[config.mk]
export PLATFORM = sky130hd
export DESIGN_NAME = fdre_rec_buf
export DESIGN_NICKNAME = d
export VERILOG_FILES = /design/src/sv/frame_delta_run_encoder_defines.svh /design/src/sv/fdre_pkg.sv /design/src/sv/fdre_rec_buf.sv
export SDC_FILE = /design/constraint.sdc
export NUM_CORES = 1
export LEC_CHECK = 0
export BUFFER_PORTS_ARGS = -buffer_cell sky130_fd_sc_hd__buf_2
export CAP_MARGIN = 20
export CORE_MARGIN = 2
export CORE_UTILIZATION = 45
export CTS_BUF_LIST = sky130_fd_sc_hd__clkbuf_8
export DETAILED_ROUTE_END_ITERATION = 12
export GPL_ROUTABILITY_DRIVEN = 0
export GPL_TIMING_DRIVEN = 0
export PLACE_DENSITY = 0.73
export SLEW_MARGIN = 20
export SYNTH_ARGS = -nofsm -noshare
export SYNTH_HDL_FRONTEND = slang
export SYNTH_SLANG_ARGS = --single-unit
[constraint.sdc]
create_clock -name clk_i -period 3.4 [get_ports clk_i]
set_input_delay 0.68 -clock clk_i [delete_from_list [all_inputs] [get_ports clk_i]]
set_output_delay 0.68 -clock clk_i [all_outputs]
set_load 0.02 [all_outputs]
[src/sv/frame_delta_run_encoder_defines.svh]
// Assertion helpers for the frame delta run encoder.
// All checks sample on clk_i and are off while rst_ni is low.
`ifndef FRAME_DELTA_RUN_ENCODER_DEFINES_SVH
`define FRAME_DELTA_RUN_ENCODER_DEFINES_SVH

// Same-cycle implication.
`define FDRE_ASSERT_SAME(lbl, ante, cons, msg) \
  lbl: assert property (@(posedge clk_i) disable iff (!rst_ni) (ante) |-> (cons)) \
    else $error(msg);

// Next-cycle implication.
`define FDRE_ASSERT_NEXT(lbl, ante, cons, msg) \
  lbl: assert property (@(posedge clk_i) disable iff (!rst_ni) (ante) |=> (cons)) \
    else $error(msg);

`endif

[src/sv/fdre_pkg.sv]
package fdre_pkg;

  // Reference store geometry
  localparam int unsigned MAX_FRAME_WORDS = 2097152;
  localparam int unsigned IDX_W           = $clog2(MAX_FRAME_WORDS);
  localparam int unsigned FW_W            = 22;
  localparam int unsigned WORD_W          = 32;
  localparam int unsigned BYTES_W         = 24;

  localparam logic [FW_W-1:0] FRAME_WORDS_RST = FW_W'(2073600);
  localparam logic [FW_W-1:0] FRAME_WORDS_MAX = FW_W'(MAX_FRAME_WORDS);
  localparam logic [FW_W-1:0] FRAME_WORDS_MIN = FW_W'(1);

  // Byte accounting
  localparam logic [BYTES_W-1:0] RUN_HDR_BYTES = BYTES_W'(8);
  localparam logic [BYTES_W-1:0] WORD_BYTES    = BYTES_W'(4);

  // Records per input beat
  localparam int unsigned MAX_RECS  = 4;
  localparam int unsigned REC_CNT_W = $clog2(MAX_RECS + 1);
  localparam int unsigned REC_PTR_W = $clog2(MAX_RECS);

  // Input kinds
  localparam logic KIND_COMPARE = 1'b0;
  localparam logic KIND_PRIME   = 1'b1;

  typedef enum logic [1:0] {
    REC_START = 2'd0,
    REC_DATA  = 2'd1,
    REC_END   = 2'd2,
    REC_TOTAL = 2'd3
  } rec_type_e;

  typedef struct packed {
    logic              kind;
    logic [WORD_W-1:0] pixel_word;
  } in_beat_t;

  typedef struct packed {
    rec_type_e         record_type;
    logic [WORD_W-1:0] record_value;
    logic              last_of_step;
  } out_beat_t;

  // Item waiting on its reference read
  typedef struct packed {
    logic              valid;
    logic              kind;
    logic [WORD_W-1:0] pixel_word;
    logic [IDX_W-1:0]  idx;
    logic              last;
  } item_t;

  typedef struct packed {
    rec_type_e         rtype;
    logic [WORD_W-1:0] value;
  } rec_t;

  // All records caused by one item
  typedef struct packed {
    logic [REC_CNT_W-1:0]      n;
    rec_t [MAX_RECS-1:0]       recs;
  } rec_set_t;

endpackage

[src/sv/fdre_rec_buf.sv]
module fdre_rec_buf import fdre_pkg::*; (
  input  logic      clk_i,
  input  logic      rst_ni,
  input  logic      load_i,
  input  rec_set_t  rec_set_i,
  output logic      free_o,
  output logic      out_valid_o,
  input  logic      out_ready_i,
  output out_beat_t out_data_o
);

  rec_t [MAX_RECS-1:0]  recs_q;
  logic [REC_CNT_W-1:0] rem_q, rem_d;
  logic [REC_PTR_W-1:0] ptr_q, ptr_d;
  logic                 out_fire;

  assign out_valid_o = (rem_q != '0);
  assign out_fire    = out_valid_o && out_ready_i;
  // free when empty or the final record leaves this cycle
  assign free_o      = (rem_q == '0) || ((rem_q == REC_CNT_W'(1)) && out_ready_i);

  assign out_data_o.record_type  = recs_q[ptr_q].rtype;
  assign out_data_o.record_value = recs_q[ptr_q].value;
  assign out_data_o.last_of_step = (rem_q == REC_CNT_W'(1));

  // Drain pointer and remaining count
  always_comb begin
    rem_d = rem_q;
    ptr_d = ptr_q;
    if (load_i) begin
      rem_d = rec_set_i.n;
      ptr_d = '0;
    end else if (out_fire) begin
      rem_d = rem_q - REC_CNT_W'(1);
      ptr_d = ptr_q + REC_PTR_W'(1);
    end
  end

  always_ff @(posedge clk_i or negedge rst_ni) begin
    if (!rst_ni) begin
      rem_q <= '0;
      ptr_q <= '0;
    end else begin
      rem_q <= rem_d;
      ptr_q <= ptr_d;
    end
  end

  always_ff @(posedge clk_i) begin
    if (load_i) begin
      recs_q <= rec_set_i.recs;
    end
  end

endmodule

== After elaboration in Yosys (flattened, before gate mapping) ==
Index checks and enable logic that the tools add are counted.
W data, S select, Z words.

* Register bits after elaboration: 141
* Bits in latches: 0
* Bits in writable memories: 0
* Bits in read-only memories: 0
* Input bits: 143
* Output and inout bits: 37
* Logic and storage cells: 26
* Memories kept: 0

* Add/sub/neg operators: 2
* Multiply operators: 0
* Div/mod/pow operators: 0
* $lt $le $gt $ge: 1
* Equal/unequal tests: 1
* Shifts and indexed selects: 0
* Multiplexer cells: 6
* Bitwise logic cells: 0
* Reductions and logical operators: 6

{| class="wikitable"
|+ Operators with widths
! cell !! count
|-
| $bmux W34 S2 || 1
|-
| $mux W34 || 1
|-
| $mux W3 || 2
|-
| $mux W2 || 2
|-
| $eq A3 B1 Y1 const B || 1
|-
| $logic_not A3 Y1 || 1
|-
| $lt A2 B3 Y1 const B || 1
|-
| $reduce_bool A3 Y1 || 1
|-
| $sub A3 B1 Y3 const B || 1
|-
| $add A2 B1 Y2 const B || 1
|-
| $logic_and A1 B1 Y1 || 2
|-
| $reduce_bool A2 Y1 || 1
|-
| $logic_or A1 B1 Y1 || 1
|}

== Longest topological paths before layout ==
Gate-level depths: netlist of the first run.

* Depth after elaboration: 4
* Gate-level depth with buffers: 6
* Mapped depth without buffers: 6

== Worst setup path before layout of the first run ==
Ideal clock, no wire load.

* Path type: register to output
* Start: reg ptr_q[0]
* End: out out_data_o[10] (netlist bit)
* Arrival: 1.243 ns
* Required time: 2.720 ns
* Setup slack: 1.477 ns
* Cell stages (with the launch flop): 4
* Buffers on the path: 2
* Cells stage by stage: dfrtp_1 -> buf_6 -> buf_6 -> mux4_2

{| class="wikitable"
|+ RTL lines
! what !! RTL line !! source
|-
| start: declaration || fdre_rec_buf.sv:14 || <nowiki>logic [REC_PTR_W-1:0] ptr_q, ptr_d;</nowiki>
|-
| start signal: assignment || fdre_rec_buf.sv:45 || <nowiki>ptr_q <= ptr_d;</nowiki>
|-
| end: declaration || fdre_rec_buf.sv:9 || <nowiki>output out_beat_t out_data_o</nowiki>
|}

==> summary.md, run 1 <==
| Metric | Value |
|---|---|
| Final slew viol count | `0` |
| Psw | `838.5 uW` |
| Clock share of power | `35.4%` |
| Layout cells sized above 1 | `57.65%` |
| Status | `finished, final reports clean` |
| First-pass DRT Iterations | `4` |
| Layout fillers | `868` |
| Sw frac | `21.13%` |
| CTS H-tree depth | `4` |
| Die W | `112.0 um` |
| Power Internal | `3130 uW` |
| Overall power | `3969 uW` |
| Layout net count | `561` |
| Final ANT Viol Nets | `0` |
| Vias in the first global route | `3,000` |
| Total global routing overflow | `0` |
| Post-cts resize count | `0` |
| Dpl ws | `1036 ps` |
| Io pins | `180` |
| Area grow syn2layout | `29.01%` |
| Vias per inst | `4.905` |
| Async S/R FF share, synth | `3.546%` |
| GRT Util Overall | `16.36%` |
| CTS Hold Bufs | `0` |
| Yosys top cell area share | `77.75%` |
| First-pass GRT wire length | `15,020 um` |
| Area occupied by multi-input gates | `947.2 um^2` |
| Die area | `0.01255 mm^2` |
| # clock sinks | `141` |
| Syn Inst Count | `216` |
| CTS clk-pin slew, worst paths | `80 ps` |
| TritonCTS clock tree | `built` |
| Most instantiated cells after synthesis | `edfxtp_1, mux4_2, dfrtp_1, inv_1` |
| PwrDens | `585.7 mW/mm^2` |
| Post-DP HPWL | `6900 um` |
| Clk root buf | `clkbuf_8` |
| Row count | `39` |
| Leak | `0.002669 uW` |
| Worst Setup Path Type | `reg2out` |
| Measured slew at the worst slew-check pin | `543.4 ps` |
| DRC viols | `0` |
| Mean Syn Cell Area | `24.32 um^2` |
| Worst vdd ir | `430.3 uV` |
| Largest cells by area after synthesis | `edfxtp_1, mux4_2, dfrtp_1` |
| Unrepaired setup endpoints after global routing | `false` |
| Initial DRC Count | `230` |
| Initial antenna violation count | `2` |
| Worst Hold Class | `in2async` |
| CP Capture Type | `primary output` |
| Final min period | `2555 ps` |
| Worst setup margin | `845.2 ps` |
| #FFs+latches synth | `141` |
| Final hold violation count | `0` |
| Total wire length | `9671 um` |
| Post-synth top area cell | `edfxtp_1` |
| Post-synth EDFFs | `136` |
| Fin crit share | `75.14%` |
| Max Clock Skew | `8.707 ps` |
| Worst rel slew slack | `63.78%` |
| Via Count | `2,791` |
| Initial Util | `46.00%` |
| Post-synth top flop | `edfxtp_1` |
| CP Launch Type | `flop` |
| Logic gate share of total power | `11.9%` |
| Die height | `112.0 um` |
| PortBufs | `179` |
| Syn. warnings | `0` |
| Flop pwr share | `52.7%` |
| Post-CTS Setup Inserts | `0` |
| Count leader, synth | `edfxtp_1` |
| Register area share after synthesis | `80.13%` |
| CORE AREA | `0.01142 mm^2` |
| Post-layout util | `59.35%` |
| Largest net degree at the start of global routing | `82` |
| Clock latency at the later pin of the worst-skew pair | `430 ps` |
| Setup violations, final | `0` |
| Max Cap Viol | `0` |
| Register Area | `0.004209 mm^2` |
| Mapped Area | `0.005253 mm^2` |
| Peak Freq | `0.3914 GHz` |
| Critical Path AT | `1870 ps` |
| WP data required | `2720 ps` |
| TritonCTS Buffers | `17` |
| Synth Net Count | `362` |
| WL per Instance | `17.00 um` |
| CTS Buffer Depth | `2` |
| Netlist cell types | `23` |
| CP Max Fanout | `10` |
critical path, cell delays in order (launching register included):
cell and delay, ps:
dfrtp_1 340, buf_6 190, buf_6 220, mux4_2 530
buf_2 180
worst paths after layout:
path	start	endpoint	slack, ps	cells past startpoint
max in group asynchronous	rst_ni	ptr_q[0]	3190	1
min in group clk_i	rec_set_i[65]	recs_q[65]	420	1
setup / recovery	ptr_q[0]	out_data_o[12]	850	4
setup reg to reg	rem_q[0]	ptr_q[1]	1680	6
hold / removal	rst_ni	rem_q[0]	60	1
hold reg to reg	rem_q[1]	rem_q[1]	570	2
cell families (layout without fill, tap and decap cells):
family	after synthesis	count (layout)	share of synthesized area, %
compound gates	8	8	0.8575
fa+ha+maj	3	3	0.7147
buf+inv	14	223	1.834
flops	141	141	80.13
mux	36	36	15.13
other cells	0	1	0
simple gates	14	14	1.334
power by group through the flow:
stage	registers (uW)	logic, uW	clock network [uW]
global route	2100	509	1520
finish	2090	472	1410
floorplan	2120	271	0
detailed placement	2130	480	0
global placement	2130	465	0
CTS	2090	483	1440
registers in the layout (all words and copies together) (netlist names):
signal and cells:
ptr_q 2, rem_q 3, recs_q 136
cells in the final DEF (no fill, tap or decap), drive strengths merged, types with 4 or more instances in the layout:
cell    instances
nand2           4
mux4           34
inv             6
nor2b           4
edfxtp        136
bufinv          5
buf           189
clkinv          6
clkbuf         17
dfrtp           5
per-stage QoR:
stage                     setup TNS (ps)  area [um^2]  instances  hold WS [ps]
final                                  0         6777        569         57.00
after global routing                   0         6774        568         25.94
after CTS                              0         6774        568         25.51
after detailed placement               0         6361        539         508.1
after global placement            -150.4         6327        538         502.6
after floorplan                        0         5253        216         384.4
metal layers:
| layer | routed length, um | vias to the layer above | track usage [%] |
|---|---|---|---|
| li1 | - | 1305 | - |
| met1 | 3639 | 1368 | 17.93 |
| met2 | 5139 | 111 | 28.24 |
| met3 | 795 | 7 | 7.181 |
| met4 | 97 | 0 | 6.341 |
| met5 | 0 | - | 0 |
final cells by class:
| type | instances | area share, % |
|---|---|---|
| repair buffers | 180 | 13.72 |
| inverters | 5 | 0.2770 |
| multi-input cells | 61 | 13.98 |
| clock buffers | 17 | 3.453 |
| flip-flops and latches | 141 | 62.11 |
| well taps | 143 | 2.640 |
| diodes | 1 | 0.03693 |
| plain buffers | 9 | 1.145 |
| clock inverters | 12 | 2.640 |
No activity file was read; power rests on OpenSTA's default activity.
==> run 2: changes to the inputs <==
clock period = 2.4 ns   (was 3.4 ns; I/O delays follow)
==> summary.md, run 2 (synthesis results as in run 1) <==
| Metric | Value |
|---|---|
| RR Endpoint | `ptr_q[1]` |
| CP Max Fanout | `10` |
| Worst hold margin | `219.8 ps` |
| Total wire length | `9689 um` |
| Reg2Reg Setup Slack | `790 ps` |
| Post-DP HPWL | `6900 um` |
| # clock sinks | `141` |
| R2R depth | `6` |
| Io pins | `180` |
| Initial antenna violation count | `2` |
| WHS Path Cells | `1` |
| Most common cell after layout, fill and taps aside | `buf_2` |
| Max Clock Skew | `8.320 ps` |
| Hold Path Origin | `rec_set_i[65]` |
| Post-layout util | `59.71%` |
| CORE AREA | `0.01142 mm^2` |
| Final hold violation count | `0` |
| Critical Path AT | `1820 ps` |
| Worst Setup Path Type | `reg2out` |
| Sw frac | `21.16%` |
| Layout fillers | `863` |
| Crit Reg-Reg Startpoint | `rem_q[0]` |
| WL per Instance | `17.00 um` |
| Psw | `1193 uW` |
| PwrDens | `827.1 mW/mm^2` |
| Vias per inst | `4.940` |
| Die height | `112.0 um` |
| Final ANT Viol Nets | `0` |
| Worst rel slew slack | `63.64%` |
| Final min period | `2297 ps` |
| Measured slew at the worst slew-check pin | `545.4 ps` |
| Layout cells sized above 1 | `57.75%` |
| CP Capture Type | `primary output` |
| Die W | `112.0 um` |
| Vias in the first global route | `3,002` |
| Setup violations, final | `0` |
| Row count | `39` |
| Die area | `0.01255 mm^2` |
| Clock latency at the later pin of the worst-skew pair | `430 ps` |
| Max reg flops | `136` |
| First-pass DRT Iterations | `5` |
| Logic gate share of total power | `12.1%` |
| Clk root buf | `clkbuf_8` |
| Leak | `0.002680 uW` |
| PortBufs | `179` |
| Status | `finished, final reports clean` |
| CTS H-tree depth | `4` |
| CTS clk-pin slew, worst paths | `80 ps` |
| Initial Util | `46.00%` |
| Reg with most FFs | `recs_q` |
| Worst vdd ir | `609.6 uV` |
| Power Internal | `4446 uW` |
| Largest net degree at the start of global routing | `82` |
| TritonCTS clock tree | `built` |
| Unrepaired setup endpoints after global routing | `true` |
| Final slew viol count | `0` |
| Flop pwr share | `52.6%` |
| Placed inst area | `0.006361 mm^2` |
| Fin crit share | `95.70%` |
| Overall power | `5639 uW` |
| DRC viols | `0` |
| Post-CTS Setup Inserts | `0` |
| Area grow syn2layout | `29.80%` |
| Via Count | `2,816` |
| Total global routing overflow | `0` |
| WP data required | `1920 ps` |
| TritonCTS Buffers | `17` |
| WHS Endpoint | `recs_q[65]` |
| GRT Util Overall | `16.38%` |
| Max Cap Viol | `0` |
| Finished Cell Area | `0.006818 mm^2` |
| CTS Buffer Depth | `2` |
| Clock share of power | `35.3%` |
| First-pass GRT wire length | `15,040 um` |
| Initial DRC Count | `223` |
| Commonest non-fill, non-tap cells in the layout | `buf_2, edfxtp_1, mux4_2` |
| Layout net count | `562` |
| CP Launch Type | `flop` |
| Peak Freq | `0.4354 GHz` |
| Worst Hold Class | `in2reg` |
| Biggest regs | `recs_q: 136 flops, rem_q: 3 flops, ptr_q: 2 flops` |
-- run 2: changes by cell type in the layout (fill, tap and decap cells not counted), sizes merged --
cell         previous run  this run
buf                   189       188
clkbuf                 17        18
dlygate4sd3             0         1
-- run 2: area by class of cell --
type / count / area (um^2) / area share [%]
Antenna cell: 1 / 2.502 / 0.03670
Buffer: 9 / 106.4 / 1.560
Clock buffer: 17 / 234.0 / 3.432
Clock inverter: 12 / 178.9 / 2.624
Inverter: 5 / 18.77 / 0.2753
Multi-Input combinational cell: 61 / 949.7 / 13.93
Sequential cell: 141 / 4209 / 61.74
Tap cell: 143 / 178.9 / 2.624
Timing Repair Buffer: 181 / 939.7 / 13.78
-- run 2: how the worst max path moves through the flow --
stage / endpoint / startpoint / cells after the start / slack, ps
2_1_floorplan: out_data_o[10] / ptr_q[0] / 3 / 680
3_3_place_gp: ptr_q[1] / load_i / 4 / -930
3_5_place_dp: ptr_q[1] / load_i / 5 / 240
4_1_cts: out_data_o[12] / ptr_q[0] / 4 / -30
5_1_grt: out_data_o[28] / ptr_q[1] / 4 / -2
6_report: out_data_o[12] / ptr_q[0] / 4 / 100
-- run 2: worst max-delay path, cell delays in order (launching register included) --
cell and delay (ps):
dfrtp_1 370, buf_12 170, buf_12 160, mux4_2 510
buf_2 180
-- run 2: power groups by stage --
stage          clock network, uW  logic (uW)  registers (uW)
5_1_grt                     2150         734            2980
3_3_place_gp                   0         659            3010
2_1_floorplan                  0         384            3000
4_1_cts                     2050         685            2970
6_report                    1990         682            2960
3_5_place_dp                   0         680            3020
-- run 2: what timing repair did --
action                     CTS  global route
gates resized for setup      0             8
hold buffers                 1             0
pin swaps                    0             0
setup endpoints to repair   12            23
hold endpoints to repair     5             0
-- run 2: through the flow --
| stage | worst slack [ps] | setup TNS (ps) | std cells |
|---|---|---|---|
| 6_report | 103.2 | 0 | 570 |
| 5_1_grt | -2.411 | -3.808 | 569 |
| 4_1_cts | -25.19 | -132.9 | 569 |
| 3_5_place_dp | 235.8 | 0 | 539 |
| 3_3_place_gp | -926.0 | -79200 | 538 |
| 2_1_floorplan | 676.6 | 0 | 216 |
-- run 2: layer usage --
layer	track usage, %	vias to the layer above	part of all wire (%)
met1	17.97	1379	38
li1	-	1307	-
met3	7.181	7	8.5
met5	0	-	0
met2	28.24	123	53
met4	6.341	0	1.0
==> run 3: changes to the inputs <==
CORE_ASPECT_RATIO = 1.1   (was not set)
==> summary.md, run 3 (synthesis results as in run 1) <==
| Metric | Value |
|---|---|
| CP most frequent cell | `buf_2` |
| Die area | `0.01255 mm^2` |
| Final hold violation count | `0` |
| DRC viols | `0` |
| Power Internal | `4347 uW` |
| Peak Freq | `0.4370 GHz` |
| Via Count | `2,834` |
| TritonCTS clock tree | `built` |
| CP Launch Type | `flop` |
| Fin crit share | `95.34%` |
| Initial antenna violation count | `1` |
| Slowest CP cell | `mux4_2` |
| Total wire length | `9666 um` |
| Biggest regs | `recs_q: 136 flops, rem_q: 3 flops, ptr_q: 2 flops` |
| Psw | `1200 uW` |
| Layout fillers | `865` |
| CP Capture Type | `primary output` |
| Final ANT Viol Nets | `0` |
| Measured slew at the worst slew-check pin | `561.8 ps` |
| Commonest non-fill, non-tap cells in the layout | `buf_2, edfxtp_1, mux4_2` |
| Critical Path AT | `1810 ps` |
| Initial Util | `45.91%` |
| Most common cell after layout, fill and taps aside | `buf_2` |
| Worst rel slew slack | `62.54%` |
| Max reg flops | `136` |
| Worst Setup Path Type | `reg2out` |
| PwrDens | `811.9 mW/mm^2` |
| Setup tns final | `0 ps` |
| Die W | `107.0 um` |
| Total global routing overflow | `0` |
| Logic gate share of total power | `12.4%` |
| Post-layout util | `59.72%` |
| First-pass GRT wire length | `15,060 um` |
| CP Max Fanout | `10` |
| Clock share of power | `34.1%` |
| TritonCTS Buffers | `17` |
| Max Clock Skew | `4.510 ps` |
| Reg with most FFs | `recs_q` |
| Placed inst area | `0.006370 mm^2` |
| Vias per inst | `4.869` |
| Setup violations, final | `0` |
| Post-DP HPWL | `6805 um` |
| Crit-path cells | `buf_2 -> buf_2 -> mux4_2 -> buf_2` |
| Worst vdd ir | `554.2 uV` |
| Flop pwr share | `53.4%` |
| Dpl ws | `466.8 ps` |
| Layout net count | `565` |
| Status | `finished, final reports clean` |
| Initial DRC Count | `110` |
| Worst setup margin | `111.9 ps` |
| WP data required | `1920 ps` |
| Finished Cell Area | `0.006832 mm^2` |
| WL per Instance | `16.61 um` |
| CTS Buffer Depth | `2` |
| Die height | `117.3 um` |
| Area grow syn2layout | `30.06%` |
| Row count | `41` |
| Final slew viol count | `0` |
| Worst Hold Class | `in2reg` |
| Final min period | `2288 ps` |
| Max Cap Viol | `0` |
| CTS clk-pin slew, worst paths | `70 ps` |
| Io pins | `180` |
| Layout cells sized above 1 | `57.31%` |
| # clock sinks | `141` |
| CTS H-tree depth | `4` |
| Clock latency at the later pin of the worst-skew pair | `420 ps` |
| Unrepaired setup endpoints after global routing | `false` |
| PortBufs | `179` |
| First-pass DRT Iterations | `4` |
| Clk root buf | `clkbuf_8` |
| GRT Util Overall | `16.30%` |
| Worst path max stage delay | `350 ps` |
| Leak | `0.002687 uW` |
| Worst hold margin | `223.4 ps` |
| CORE AREA | `0.01144 mm^2` |
| Largest net degree at the start of global routing | `79` |
| Vias in the first global route | `3,087` |
| Sw frac | `21.63%` |
==> run 3: cell count changes in the layout (fill, tap and decap cells not counted) <==
cell and change:
clkinv_1 +3, buf_4 +3, clkinv_2 -1, clkbuf_4 +1, bufinv_16 -1, buf_2 -1
inv_1 +1
==> run 3: stage by stage <==
| stage | instances | power, uW |
|---|---|---|
| global placement | 545 | 3670 |
| finish | 582 | 5546 |
| CTS | 578 | 5601 |
| floorplan | 216 | 3382 |
| global route | 581 | 5767 |
| detailed placement | 546 | 3699 |
==> run 3: what timing repair did <==
action | in CTS | in global routing
pin swaps | 0 | 0
endpoints found under the setup margin | 10 | 21
endpoints found under the hold margin | 5 | 0
hold buffers | 1 | 0
gates resized for setup | 2 | 7
buffers inserted | 0 | 3
==> run 3: layout make-up <==
type                       instances  area, um^2  share of cell area (%)
sequential                       141        4209                   61.61
timing repair buffer             184       962.2                   14.08
multi-input combinational         61       949.7                   13.90
clock buffer                      17       234.0                   3.425
tap                              150       187.7                   2.747
clock inverter                    14       158.9                   2.326
buffer                             9       108.9                   1.593
inverter                           5       18.77                  0.2747
antenna                            1       2.502                 0.03663
==> run 3: worst paths after layout <==
check                            endpoint  cells after the start    startpoint  slack, ps
setup / recovery           out_data_o[19]                      4      ptr_q[1]        110
hold / removal                  recs_q[1]                      1  rec_set_i[1]        220
setup reg to reg                 ptr_q[1]                      6      rem_q[0]        850
hold reg to reg                  rem_q[1]                      2      rem_q[1]        580
max in group asynchronous        rem_q[0]                      2        rst_ni       1840
min in group asynchronous        rem_q[2]                      2        rst_ni        420
==> run 3: power by group through the flow <==
stage | sequential [uW] | clock, uW | combinational [uW]
after floorplan | 3000 | 0 | 384
after global placement | 3010 | 0 | 659
after detailed placement | 3020 | 0 | 679
after CTS | 2970 | 1950 | 687
after global routing | 2980 | 2040 | 744
final | 2960 | 1890 | 690
==> run 3: worst max-delay path, delay by kind of cell, from the launching register on <==
kind | cells | cell delay, ps
flops | 1 | 320
buf+inv | 3 | 710
mux | 1 | 350
==> run 3: layer usage <==
| layer | GRT usage [%] | routed length, um | part of all wire (%) |
|---|---|---|---|
| met5 | 0 | 0 | 0 |
| met3 | 5.781 | 733 | 7.6 |
| met4 | 8.117 | 255 | 2.6 |
| met2 | 27.87 | 5013 | 52 |
| met1 | 17.80 | 3663 | 38 |
