[src/sv/frame_delta_run_encoder_defines.svh]
// Assertion helpers for the frame delta run encoder.
// All checks sample on clk_i and are off while rst_ni is low.
`ifndef FRAME_DELTA_RUN_ENCODER_DEFINES_SVH
`define FRAME_DELTA_RUN_ENCODER_DEFINES_SVH

// Same-cycle implication.
`define FDRE_ASSERT_SAME(lbl, ante, cons, msg) \
  lbl: assert property (@(posedge clk_i) disable iff (!rst_ni) (ante) |-> (cons)) \
    else $error(msg);

// Next-cycle implication.
`define FDRE_ASSERT_NEXT(lbl, ante, cons, msg) \
  lbl: assert property (@(posedge clk_i) disable iff (!rst_ni) (ante) |=> (cons)) \
    else $error(msg);

`endif

[src/sv/fdre_pkg.sv]
package fdre_pkg;

  // Reference store geometry
  localparam int unsigned MAX_FRAME_WORDS = 2097152;
  localparam int unsigned IDX_W           = $clog2(MAX_FRAME_WORDS);
  localparam int unsigned FW_W            = 22;
  localparam int unsigned WORD_W          = 32;
  localparam int unsigned BYTES_W         = 24;

  localparam logic [FW_W-1:0] FRAME_WORDS_RST = FW_W'(2073600);
  localparam logic [FW_W-1:0] FRAME_WORDS_MAX = FW_W'(MAX_FRAME_WORDS);
  localparam logic [FW_W-1:0] FRAME_WORDS_MIN = FW_W'(1);

  // Byte accounting
  localparam logic [BYTES_W-1:0] RUN_HDR_BYTES = BYTES_W'(8);
  localparam logic [BYTES_W-1:0] WORD_BYTES    = BYTES_W'(4);

  // Records per input beat
  localparam int unsigned MAX_RECS  = 4;
  localparam int unsigned REC_CNT_W = $clog2(MAX_RECS + 1);
  localparam int unsigned REC_PTR_W = $clog2(MAX_RECS);

  // Input kinds
  localparam logic KIND_COMPARE = 1'b0;
  localparam logic KIND_PRIME   = 1'b1;

  typedef enum logic [1:0] {
    REC_START = 2'd0,
    REC_DATA  = 2'd1,
    REC_END   = 2'd2,
    REC_TOTAL = 2'd3
  } rec_type_e;

  typedef struct packed {
    logic              kind;
    logic [WORD_W-1:0] pixel_word;
  } in_beat_t;

  typedef struct packed {
    rec_type_e         record_type;
    logic [WORD_W-1:0] record_value;
    logic              last_of_step;
  } out_beat_t;

  // Item waiting on its reference read
  typedef struct packed {
    logic              valid;
    logic              kind;
    logic [WORD_W-1:0] pixel_word;
    logic [IDX_W-1:0]  idx;
    logic              last;
  } item_t;

  typedef struct packed {
    rec_type_e         rtype;
    logic [WORD_W-1:0] value;
  } rec_t;

  // All records caused by one item
  typedef struct packed {
    logic [REC_CNT_W-1:0]      n;
    rec_t [MAX_RECS-1:0]       recs;
  } rec_set_t;

endpackage

[src/sv/fdre_run_ctrl.sv]
module fdre_run_ctrl import fdre_pkg::*; (
  input  logic              clk_i,
  input  logic              rst_ni,
  input  item_t             item_i,
  input  logic [WORD_W-1:0] ref_word_i,
  input  logic              advance_i,
  output rec_set_t          rec_set_o,
  output logic              wr_en_o
);

  logic               in_run_q, in_run_d;
  logic [BYTES_W-1:0] run_bytes_q, run_bytes_d;
  logic [BYTES_W-1:0] total_bytes_q, total_bytes_d;
  logic               changed;

  assign changed = (ref_word_i != item_i.pixel_word);

  // Record builder and run state update
  always_comb begin
    logic [REC_CNT_W-1:0] n;
    n             = '0;
    rec_set_o     = '0;
    in_run_d      = in_run_q;
    run_bytes_d   = run_bytes_q;
    total_bytes_d = total_bytes_q;
    if (item_i.kind == KIND_PRIME) begin
      // prime abandons any frame in progress
      in_run_d      = 1'b0;
      run_bytes_d   = '0;
      total_bytes_d = '0;
    end else begin
      if (changed) begin
        if (!in_run_q) begin
          rec_set_o.recs[0] = '{rtype: REC_START,
                                value: WORD_W'({item_i.idx, 2'b00})};
          n             = REC_CNT_W'(1);
          run_bytes_d   = '0;
          total_bytes_d = total_bytes_d + RUN_HDR_BYTES;
        end
        rec_set_o.recs[n[REC_PTR_W-1:0]] = '{rtype: REC_DATA, value: item_i.pixel_word};
        n             = n + REC_CNT_W'(1);
        run_bytes_d   = run_bytes_d + WORD_BYTES;
        total_bytes_d = total_bytes_d + WORD_BYTES;
        in_run_d      = 1'b1;
      end else if (in_run_q) begin
        rec_set_o.recs[0] = '{rtype: REC_END, value: WORD_W'(run_bytes_q)};
        n           = REC_CNT_W'(1);
        in_run_d    = 1'b0;
        run_bytes_d = '0;
      end
      // end of frame: close open run, then frame total
      if (item_i.last) begin
        if (in_run_d) begin
          rec_set_o.recs[n[REC_PTR_W-1:0]] = '{rtype: REC_END, value: WORD_W'(run_bytes_d)};
          n = n + REC_CNT_W'(1);
        end
        rec_set_o.recs[n[REC_PTR_W-1:0]] = '{rtype: REC_TOTAL, value: WORD_W'(total_bytes_d)};
        n             = n + REC_CNT_W'(1);
        in_run_d      = 1'b0;
        run_bytes_d   = '0;
        total_bytes_d = '0;
      end
    end
    rec_set_o.n = n;
  end

  // Reference update: primes always, compares only on change
  assign wr_en_o = advance_i && ((item_i.kind == KIND_PRIME) || changed);

  always_ff @(posedge clk_i or negedge rst_ni) begin
    if (!rst_ni) begin
      in_run_q      <= 1'b0;
      run_bytes_q   <= '0;
      total_bytes_q <= '0;
    end else if (advance_i) begin
      in_run_q      <= in_run_d;
      run_bytes_q   <= run_bytes_d;
      total_bytes_q <= total_bytes_d;
    end
  end

endmodule

[config.mk]
export PLATFORM = sky130hd
export DESIGN_NAME = fdre_run_ctrl
export DESIGN_NICKNAME = d
export VERILOG_FILES = /design/src/sv/frame_delta_run_encoder_defines.svh /design/src/sv/fdre_pkg.sv /design/src/sv/fdre_run_ctrl.sv
export SDC_FILE = /design/constraint.sdc
export NUM_CORES = 1
export LEC_CHECK = 0
export BUFFER_PORTS_ARGS = -buffer_cell sky130_fd_sc_hd__buf_4
export CORE_UTILIZATION = 45
export DETAILED_ROUTE_END_ITERATION = 12
export PLACE_DENSITY = 0.74
export SLEW_MARGIN = 15
export SYNTH_ARGS = -nofsm -noshare
export SYNTH_HDL_FRONTEND = slang
export SYNTH_SLANG_ARGS = --single-unit
[constraint.sdc]
create_clock -name clk_i -period 6.14 [get_ports clk_i]
set_input_delay 1.228 -clock clk_i [delete_from_list [all_inputs] [get_ports clk_i]]
set_output_delay 1.228 -clock clk_i [all_outputs]
set_load 0.005 [all_outputs]
Word-level counts from Yosys, hierarchy flattened --
Index checks and enable logic that the tools add are counted.
Word-level totals: bits in registers 49, bits in latches 0, memory bits (writable) 0, ROM bits 0, bits of input ports 91, output and inout port bits 140, logic and storage cells 73, memories 0
Cells by class: $add $sub $neg 6, $mul 0, divide/modulo/power cells 0, order comparisons 6, equal/unequal tests 1, shift-type cells 0, mux-type cells 52, bitwise gates (word level) 0, reductions and logical operators 5
Operator list (count):
- 2-to-1 mux 136 bit | 5
- bitwise mux 136 bit | 3
- 2-to-1 mux 24 bit | 15
- 2-to-1 mux 34 bit | 8
- demux 34 bit (select 2 bit) | 3
- 2-to-1 mux 102 bit | 2
- adder 24 x 3 -> 24 bit (second input constant) | 2
- != test 32 bit | 1
- 2-to-1 mux 3 bit | 9
- adder 24 x 4 -> 24 bit (second input constant) | 1
- 2-to-1 mux 23 bit | 1
- adder 3 x 1 -> 3 bit (second input constant) | 3
- less-than comparator 2 x 3 -> 1 bit (second input constant) | 3
- greater-or-equal comparator 2 x 1 -> 1 bit (second input constant) | 3
- 2-to-1 mux 1 bit | 6
- logical AND 1 bit | 4
- logical OR 1 bit | 1

Logic depth before layout (Yosys ltp) --
Gate-level depths: netlist (run 1).
depth after elaboration 17, mapped depth 17, depth with buffers taken out 13

Least setup slack after synthesis (run 1) --
No wires, ideal clock.
kind input to output, start point input port ref_word_i[27], end point output port rec_set_o[46] in the netlist's numbering, arrival time 4.307 ns, data required time 4.912 ns, path slack 0.605 ns, stages 14, path buffers 4, cells stage by stage xor2_1 -> nor4_1 -> nand4_1 -> or2_2 -> clkbuf_1 -> clkbuf_1 -> clkbuf_1 -> buf_1 -> ha_1 -> nor2_1 -> nand2_1 -> nor2_1 -> a221oi_1 -> a211oi_1
RTL lines:
- start: declaration | line fdre_run_ctrl.sv:5 | input logic [WORD_W-1:0] ref_word_i,
- end: declaration | line fdre_run_ctrl.sv:7 | output rec_set_t rec_set_o,

==> results.py, run 1 <==
metrics = {
    "logic_synthesis": {
        "yosysSeqAreaShare_pct": 18.4,
        "mappedNetlistArea_sq_um": 6400,
        "synth_cells": 910,
        "yosys_register_bits": 47,
        "synthDistinctLibCells": 73,
        "synth-edff-count": 0,
        "synth.most_common_cell": "nand2_1",
        "ys_top_cells_by_count": "107 x nand2_1, 61 x a21oi_1, 60 x o22ai_1, 56 x nor2_1, 53 x clkbuf_1",
        "synth_ff_type": "dfrtp_1",
        "synth-warning-count": 0,
        "yosysTopAreaCell": "dfrtp_1",
        "synth_top_cell_area_share_pct": 18.4,
        "synthTopCellsByArea": "dfrtp_1 18%, nand2_1 6.3%, xnor2_1 6.0%",
        "ys_async_sr_fraction_pct": 100,
        "syn_area_per_cell_sq_um": 7.03,
    },
    "clocking": {
        "cts_setup_buffers": 0,
        "postCtsHoldBufs": 0,
        "ctsResizeCount": 0,
        "cts.sinks": 47,
        "cts-root-buf": "clkbuf_16",
        "clk_pin_slew_worst_paths_ns": 0.07,
        "clock_latency_ns": 0.31,
        "tritoncts": "done",
        "cts_buffers": 5,
        "cts-htree-levels": 2,
        "clockBufferDepth": 2,
    },
    "die": {
        "core_area_sq_um": 13900,
        "initial_core_util_pct": 46.1,
        "row_count": 43,
        "die_x_um": 121,
        "die_y_um": 121,
        "ios": 231,
        "die-area_sq_um": 14700,
    },
    "timing": {
        "max_freq_mhz": 174,
        "setup_ws_ns": 0.407,
        "finalHoldViolCount": 0,
        "fin_skew_ns": 0.00861,
        "max_slew_margin_pct": 18.6,
        "min_period_ns": 5.73,
        "worstMarginPinSlew_ns": 1.22,
        "setup_viol": 0,
        "timing.setup.tns_ns": 0,
        "fin_crit_sh_pct": 93.4,
        "rsz0062_at_grt": "false",
        "drv_slew": 0,
    },
    "cells_and_area": {
        "drive_gt1_share_pct": 25.0,
        "syn_to_final_growth_pct": 29.1,
        "fill_cells": 1366,
        "final_nets": 1188,
        "antennaDiodeCount": 0,
    },
    "global_routing": {
        "grt_pass1_vias": 7397,
        "grt_pass1_wl_mm": 41.9,
        "gr-usage-all-layers_pct": 37.4,
        "grt-ovfl-total": 0,
        "grt_max_degree": 66,
        "antenna_found_initial": 0,
    },
    "drt": {
        "wl_per_cell_um": 22.0,
        "drt_wl_total_mm": 27.8,
        "ant_nets": 0,
        "vias_per_cell": 6.49,
        "drt_iter0_markers": 904,
        "drcViolationCount": 0,
        "vias": 8223,
        "firstDrtPassIters": 6,
    },
    "run_status": {
        "outcome": "finished, final reports clean",
    },
    "worst_setup_path": {
        "crit_buf_inv": 4,
        "critPathMaxStageDelay_ns": 0.93,
        "path_delay_family": "simple AND/OR/NAND/NOR gates",
        "worstPathCellList": "buf_4 > xor2_1 > nor4_1 > nand4_1 > or2_4 > inv_1 > nor2_1 > nand2_1 > buf_4 > o22ai_1 > buf_4",
        "cpMostUsedCell": "buf_4",
        "crit_slowest_cell": "nor2_1",
        "crit_path_start_kind": "input pin",
        "end_kind": "primary output",
        "path_max_fanout": 17,
        "path_class": "in2out",
        "critPathArrivalTime_ns": 4.51,
        "required_ns": 4.91,
    },
    "placed_design": {
        "hpwl_mm": 20.8,
        "gp_congestion": 0.967,
        "port_buffers": 213,
        "place_ws_ns": 0.488,
    },
    "job": {
        "maxCapViolations": 0,
    },
    "power": {
        "p_leak_uw": 0.00359,
        "ir_worst_vdd_mv": 0.0948,
        "power_uw": 940,
        "power.density_nw_per_um2": 114,
    },
    "hold_path": {
        "hp-class": "reg2reg",
    },
}
-- cell families (layout without fill, tap and decap cells) --
family	after synthesis	in the layout	share of synthesized area (%)
simple gates	333	333	26.6
compound gates	298	298	31.3
buf+inv	128	290	8.80
xor+xnor	85	85	11.6
flops	47	47	18.4
fa+ha+maj	12	12	2.27
mux	6	6	0.938
other cells	1	16	0.0586
-- per-stage QoR --
step	util, %	std cells	hold slack (ns)	instance area, sq um
finish	59.6	1267	0.578	8270
global route	59.6	1267	0.613	8270
CTS	59.6	1267	0.577	8270
detailed placement	58.6	1260	0.561	8130
global placement	58.6	1260	0.560	8130
floorplan	-	925	0.510	6460
-- layout make-up --
type / count / area (sq um) / area share (%)
multi-input cells: 750 / 4720 / 57.1
clock buffers: 5 / 125 / 1.51
repair buffers: 248 / 1870 / 22.7
inverters: 35 / 131 / 1.59
well taps: 180 / 225 / 2.72
flip-flops and latches: 47 / 1180 / 14.2
clock inverters: 2 / 13.8 / 0.166
-- registers in the layout, indices dropped and copies added (netlist names) --
register,count
total_bytes_q,22
in_run_q,1
run_bytes_q,24
-- layout by cell type, fill, tap and decap left out, drive strengths merged, types with 10 or more instances in the layout --
cell and instances:
buf 248, a21oi 62, a22o 12, nand3 33
nand2 107, ha 10, and2 20, nor2 56
o21ai 46, nor4 17, xor2 41, inv 35
a311oi 24, a211oi 24, and3 20, dfrtp 47
a31oi 10, xnor2 44, conb 16, nor3 25
o22ai 60
-- where the power goes --
group | internal (uW) | switching, uW
Sequential | 313 | 13.9
Clock | 149 | 138
Combinational | 149 | 177
-- layer usage --
metal | GRT usage (%) | vias up | wire length, um
li1 | - | 3684 | -
met1 | 51.2 | 3825 | 10900
met2 | 56.1 | 623 | 12300
met3 | 5.36 | 91 | 3130
met4 | 20.9 | 0 | 1500
met5 | 0 | - | 0
-- worst paths after layout --
kind                                   endpoint  cells past startpoint  slack, ns             from
worst max-delay path             rec_set_o[116]                     11       0.41       item_i[24]
worst min-delay path            run_bytes_q[23]                      1       0.58  run_bytes_q[23]
worst max register to register  run_bytes_q[20]                      8       2.67         in_run_q
worst min register to register  run_bytes_q[23]                      1       0.58  run_bytes_q[23]
max in group asynchronous       run_bytes_q[14]                      1       4.72           rst_ni
min in group asynchronous        run_bytes_q[4]                      1       0.97           rst_ni
-- worst reg2reg max path: stages (launching register included) --
cell,delay (ns)
dfrtp_1,0.82
and2_1,0.31
ha_1,0.27
nand3_1,0.25
nor3_1,0.71
nand3_1,0.28
a21o_1,0.24
a21oi_1,0.30
o22ai_1,0.14
Note: power is estimated with default switching activity, not from simulation.
==> inputs of run 2 (changes only) <==
--- a/config.mk
+++ b/config.mk
@@ -5,7 +5,7 @@
 export SDC_FILE = /design/constraint.sdc
 export NUM_CORES = 1
 export LEC_CHECK = 0
-export BUFFER_PORTS_ARGS = -buffer_cell sky130_fd_sc_hd__buf_4
+export BUFFER_PORTS_ARGS = -buffer_cell sky130_fd_sc_hd__buf_2
 export CORE_UTILIZATION = 45
 export DETAILED_ROUTE_END_ITERATION = 12
 export PLACE_DENSITY = 0.74
==> run 2 against run 1 <==
  * Sequential power barely moved
  * Cell count is 0.87% higher
  * Non-clock buffer count rose by 11
  * Critical path depth up 1
  * Final area shrank 5.6%
  * Global-route usage shrank 1.2 points
  * Via count fell by 0.39%
  * Total power down 3.0%
  * Critical endpoint is now rec_set_o[37]
  * Largest power group unchanged
==> results.py, run 2 (synthesis gave the netlist of run 1 again) <==
metrics = {
    "run_status": {
        "outcome": "finished, final reports clean",
    },
    "drt": {
        "wl_per_cell_um": 21.5,
        "drt_wl_total_mm": 27.4,
        "vias": 8191,
        "vias_per_cell": 6.41,
        "drt_iter0_markers": 1107,
        "firstDrtPassIters": 8,
        "drcViolationCount": 0,
        "ant_nets": 0,
    },
    "die": {
        "die_y_um": 121,
        "die-area_sq_um": 14700,
        "initial_core_util_pct": 46.1,
        "die_x_um": 121,
        "row_count": 43,
        "core_area_sq_um": 13900,
        "ios": 231,
    },
    "job": {
        "maxCapViolations": 0,
    },
    "global_routing": {
        "grt_pass1_vias": 7184,
        "gr-usage-all-layers_pct": 36.2,
        "grt-ovfl-total": 0,
        "grt_max_degree": 48,
        "grt_pass1_wl_mm": 40.6,
        "antenna_found_initial": 0,
    },
    "timing": {
        "worstMarginPinSlew_ns": 1.08,
        "min_period_ns": 5.63,
        "fin_skew_ns": 0.00915,
        "finalHoldViolCount": 0,
        "drv_slew": 0,
        "whs_ns": 0.578,
        "timing.setup.tns_ns": 0,
        "rsz0062_at_grt": "false",
        "max_slew_margin_pct": 27.5,
        "setup_viol": 0,
        "fin_crit_sh_pct": 91.7,
        "max_freq_mhz": 178,
    },
    "cells_and_area": {
        "antennaDiodeCount": 0,
        "drive_gt1_share_pct": 25.8,
        "ff_latch_area_sq_um": 1180,
        "final_nets": 1199,
        "reg.largest.list": "run_bytes_q x24, total_bytes_q x22, in_run_q x1",
        "largest_reg_flops": 24,
        "layout_common_cells": "213 x buf_2, 107 x nand2_1, 61 x a21oi_1",
        "final_area_sq_um": 7800,
        "fill_cells": 1404,
        "regMostFlops": "run_bytes_q",
        "final_common_cell": "buf_2",
        "multi_input_area_sq_um": 4720,
        "syn_to_final_growth_pct": 21.9,
    },
    "power": {
        "power.density_nw_per_um2": 117,
        "p_clk_share_pct": 31.3,
        "power_uw": 912,
        "seq_power_share_pct": 35.9,
        "comb_power_share_pct": 32.8,
        "power.internal_uw": 583,
        "p_switching_uw": 329,
        "ir_worst_vdd_mv": 0.0905,
        "p_leak_uw": 0.00355,
        "swShare_pct": 36.0,
    },
    "worst_setup_path": {
        "crit_path_start_kind": "input pin",
        "path_max_fanout": 14,
        "required_ns": 4.91,
        "critPathArrivalTime_ns": 4.40,
        "regToRegStartpoint": "in_run_q",
        "path_class": "in2out",
        "reg2reg_slack_ns": 2.38,
        "end_kind": "primary output",
        "r2r-end": "run_bytes_q[20]",
        "rr_worst_depth": 9,
    },
    "clocking": {
        "cts-root-buf": "clkbuf_16",
        "cts-htree-levels": 2,
        "clk_pin_slew_worst_paths_ns": 0.07,
        "tritoncts": "done",
        "postCtsHoldBufs": 0,
        "clockBufferDepth": 2,
        "ctsResizeCount": 0,
        "clock_latency_ns": 0.30,
        "cts_buffers": 5,
        "cts_setup_buffers": 0,
        "cts.sinks": 47,
    },
    "hold_path": {
        "hold_path_depth": 2,
        "worst_hold_startpoint": "run_bytes_q[22]",
        "hp-class": "reg2reg",
        "holdPathEnd": "run_bytes_q[22]",
    },
    "placed_design": {
        "placed_area_sq_um": 7660,
        "port_buffers": 213,
        "hpwl_mm": 20.7,
        "gp_congestion": 1.02,
    },
}
-- run 2: worst max-delay path, cell delays in order --
cell and delay, ns:
buf_2 0.13, xor2_1 0.16, nor4_1 0.41, nand4_1 0.21
or2_4 0.37, inv_1 0.20, ha_1 0.27, and2_1 0.41
nor2_1 0.26, a222oi_1 0.53, nor2_1 0.07, buf_2 0.15
-- run 2: final cells by class --
cell class / count / share of cell area (%)
Multi-Input combinational cell: 750 / 60.5
Timing Repair Buffer: 259 / 18.1
Sequential cell: 47 / 15.1
Tap cell: 180 / 2.89
Inverter: 35 / 1.68
Clock buffer: 5 / 1.60
Clock inverter: 2 / 0.176
-- run 2: worst max-delay path by stage --
stage                         startpoint             to  slack (ns)  depth (start not counted)
after floorplan           ref_word_i[27]  rec_set_o[46]        0.60                         14
after global placement        item_i[25]  rec_set_o[37]        0.66                         12
after detailed placement      item_i[25]  rec_set_o[37]        0.63                         12
after CTS                     item_i[25]  rec_set_o[37]        0.62                         12
after global routing          item_i[25]  rec_set_o[37]        0.36                         12
final                         item_i[25]  rec_set_o[37]        0.51                         12
-- run 2: layer usage --
layer	global-route usage, %	up-vias	part of all wire [%]
met2	56.5	624	45
met1	49.2	3792	40
met3	7.10	81	12
li1	-	3694	-
met4	13.8	0	3.4
met5	0	-	0
-- run 2: stage by stage --
stage	utilization (%)	setup slack, ns	cells
final	56.2	0.512	1278
after global routing	56.2	0.364	1278
after CTS	56.2	0.624	1278
after detailed placement	55.2	0.628	1271
after global placement	55.2	0.658	1271
after floorplan	-	0.605	925
-- run 2: power groups by stage --
stage | clock network (uW) | registers [uW] | logic, uW
floorplan | 0 | 322 | 166
global route | 294 | 328 | 320
global placement | 0 | 333 | 289
CTS | 282 | 327 | 293
detailed placement | 0 | 333 | 292
finish | 285 | 328 | 299
==> inputs of run 3 (changes only) <==
--- a/config.mk
+++ b/config.mk
@@ -5,10 +5,11 @@
 export SDC_FILE = /design/constraint.sdc
 export NUM_CORES = 1
 export LEC_CHECK = 0
+export ABC_AREA = 1
 export BUFFER_PORTS_ARGS = -buffer_cell sky130_fd_sc_hd__buf_2
 export CORE_UTILIZATION = 45
 export DETAILED_ROUTE_END_ITERATION = 12
-export PLACE_DENSITY = 0.74
+export PLACE_DENSITY = 0.72
 export SLEW_MARGIN = 15
 export SYNTH_ARGS = -nofsm -noshare
 export SYNTH_HDL_FRONTEND = slang
==> run 3 against run 2 <==
  * Via count grew 14%
  * Non-clock buffer count shrank 25
  * Maximum frequency shrank 1.7%
  * Total power grew 3.9%
  * Largest cell class unchanged
  * Largest power group unchanged
==> results.py, run 3 <==
metrics = {
    "run_status": {
        "outcome": "finished, final reports clean",
    },
    "die": {
        "initial_core_util_pct": 46.4,
        "row_count": 45,
        "core_area_sq_um": 15300,
        "die_x_um": 127,
        "die_y_um": 127,
        "ios": 231,
        "die-area_sq_um": 16300,
    },
    "timing": {
        "fin_skew_ns": 0.00849,
        "min_period_ns": 5.73,
        "max_slew_margin_pct": 41.9,
        "drv_slew": 0,
        "fin_crit_sh_pct": 93.3,
        "worstMarginPinSlew_ns": 0.862,
        "rsz0062_at_grt": "false",
        "max_freq_mhz": 175,
        "finalHoldViolCount": 0,
        "setup_viol": 0,
        "timing.setup.tns_ns": 0,
    },
    "clocking": {
        "cts-htree-levels": 2,
        "cts_buffers": 5,
        "clock_latency_ns": 0.30,
        "cts_setup_buffers": 0,
        "postCtsHoldBufs": 0,
        "tritoncts": "done",
        "cts.sinks": 47,
        "clockBufferDepth": 2,
        "ctsResizeCount": 0,
        "clk_pin_slew_worst_paths_ns": 0.07,
        "cts-root-buf": "clkbuf_16",
    },
    "logic_synthesis": {
        "mappedNetlistArea_sq_um": 7090,
        "synthDistinctLibCells": 49,
        "synth_ff_type": "dfrtp_1",
        "yosysTopAreaCell": "dfrtp_1",
        "synth_top_cell_area_share_pct": 16.6,
        "yosysSeqAreaShare_pct": 16.6,
        "synth-edff-count": 0,
        "ys_top_cells_by_count": "307 x nand2_1, 146 x inv_1, 132 x nor2_1, 87 x o21ai_0, 76 x nand3_1",
        "synth.most_common_cell": "nand2_1",
        "synth_cells": 1236,
        "synthTopCellsByArea": "dfrtp_1 17%, nand2_1 16%, inv_1 7.7%",
        "syn_area_per_cell_sq_um": 5.73,
        "ys_async_sr_fraction_pct": 100,
        "yosys_register_bits": 47,
        "synth-warning-count": 0,
    },
    "worst_setup_path": {
        "rr_worst_depth": 14,
        "path_class": "in2out",
        "required_ns": 4.91,
        "r2r-end": "total_bytes_q[16]",
        "path_max_fanout": 17,
        "regToRegStartpoint": "in_run_q",
        "reg2reg_slack_ns": 2.99,
        "end_kind": "primary output",
        "critPathMaxStageDelay_ns": 0.45,
        "crit_slowest_cell": "ha_1",
        "worstPathCellList": "buf_2 > xnor2_1 > nand3_1 > nor2_1 > nand3_1 > nor2_1 > nand2_4 > inv_2 > ha_1 > nand2_1 > inv_1 > buf_4 > nor2_1 > nand2_1 > nor3_1 > buf_2",
        "crit_path_start_kind": "input pin",
        "cpMostUsedCell": "nor2_1",
        "critPathArrivalTime_ns": 4.50,
    },
    "placed_design": {
        "port_buffers": 213,
        "gp_congestion": 0.971,
        "hpwl_mm": 23.4,
    },
    "job": {
        "maxCapViolations": 0,
    },
    "cells_and_area": {
        "final_common_cell": "nand2_1",
        "final_nets": 1516,
        "fill_cells": 1626,
        "layout_common_cells": "306 x nand2_1, 213 x buf_2, 146 x inv_1",
        "syn_to_final_growth_pct": 18.5,
        "antennaDiodeCount": 0,
        "reg.largest.list": "run_bytes_q x24, total_bytes_q x22, in_run_q x1",
        "regMostFlops": "run_bytes_q",
        "largest_reg_flops": 24,
        "drive_gt1_share_pct": 22.5,
    },
    "hold_path": {
        "worst_hold_startpoint": "run_bytes_q[8]",
        "hp-class": "reg2reg",
        "hold_path_depth": 2,
        "holdPathEnd": "run_bytes_q[8]",
    },
    "power": {
        "power.density_nw_per_um2": 113,
        "power_uw": 948,
        "p_leak_uw": 0.00432,
        "ir_worst_vdd_mv": 0.0939,
    },
    "drt": {
        "firstDrtPassIters": 5,
        "vias_per_cell": 5.76,
        "drcViolationCount": 0,
        "vias": 9376,
        "drt_wl_total_mm": 30.0,
        "ant_nets": 0,
        "wl_per_cell_um": 18.4,
        "drt_iter0_markers": 1101,
    },
    "global_routing": {
        "grt-ovfl-total": 0,
        "grt_pass1_vias": 8407,
        "antenna_found_initial": 0,
        "grt_max_degree": 70,
        "gr-usage-all-layers_pct": 36.1,
        "grt_pass1_wl_mm": 45.5,
    },
}
## run 3: how the worst max path moves through the flow
| stage | end | slack, ns | startpoint | cells after the start |
|---|---|---|---|---|
| 4_1_cts | rec_set_o[24] | 0.52 | item_i[35] | 16 |
| 3_5_place_dp | rec_set_o[24] | 0.52 | item_i[35] | 16 |
| 3_3_place_gp | rec_set_o[46] | 0.53 | item_i[35] | 17 |
| 6_report | rec_set_o[28] | 0.41 | item_i[35] | 16 |
| 5_1_grt | rec_set_o[27] | 0.17 | item_i[35] | 16 |
| 2_1_floorplan | rec_set_o[104] | 1.11 | item_i[37] | 17 |
## run 3: worst max-delay path: cells and delay by family
kind | cells | cell delay (ns)
and+or+nand+nor | 9 | 1.37
adders and majority gates | 1 | 0.45
buffers and inverters | 5 | 1.24
xor gates and xnor gates | 1 | 0.19
## run 3: through the flow
| stage | instances | setup slack [ns] | util (%) | cell area (sq um) | hold slack (ns) |
|---|---|---|---|---|---|
| 3_3_place_gp | 1619 | 0.534 | 54.0 | 8240 | 0.494 |
| 2_1_floorplan | 1251 | 1.11 | - | 7140 | 0.475 |
| 6_report | 1627 | 0.414 | 55.0 | 8400 | 0.522 |
| 5_1_grt | 1627 | 0.171 | 55.0 | 8400 | 0.545 |
| 4_1_cts | 1627 | 0.516 | 55.0 | 8400 | 0.517 |
| 3_5_place_dp | 1619 | 0.520 | 54.0 | 8240 | 0.501 |
## run 3: layer usage
metal | part of all wire [%] | routed length, um | track usage, % | vias up
met3 | 9.4 | 2810 | 4.69 | 57
met2 | 45 | 13500 | 57.2 | 566
met1 | 42 | 12700 | 50.1 | 4353
met5 | 0 | 0 | 0 | -
met4 | 3.3 | 989 | 12.5 | 0
li1 | - | - | - | 4400
## run 3: cells by family (layout without fill, tap and decap cells)
kind of cell	after synthesis	in the layout	share of synthesized area, %
simple gates	638	638	40.2
compound gates	260	260	21.5
buf+inv	232	397	13.9
xor+xnor	48	48	5.93
flops	47	47	16.6
fa+ha+maj	10	10	1.77
other cells	1	16	0.0529
## run 3: cell type report
type / instances / area [sq um] / share of cell area [%]
inverter: 155 / 582 / 6.93
sequential: 47 / 1180 / 14.0
clock inverter: 1 / 7.51 / 0.0894
tap: 211 / 264 / 3.14
clock buffer: 7 / 153 / 1.82
timing repair buffer: 234 / 1220 / 14.6
multi-input combinational: 972 / 4990 / 59.4
## run 3: where the power goes
| group | switching, uW | internal (uW) | leakage (uW) | total (uW) |
|---|---|---|---|---|
| sequential | 8.61 | 312 | 0.000652 | 321 |
| clock | 135 | 174 | 0.0000761 | 309 |
| combinational | 202 | 116 | 0.00359 | 318 |
| total | 346 | 602 | 0.00432 | 948 |
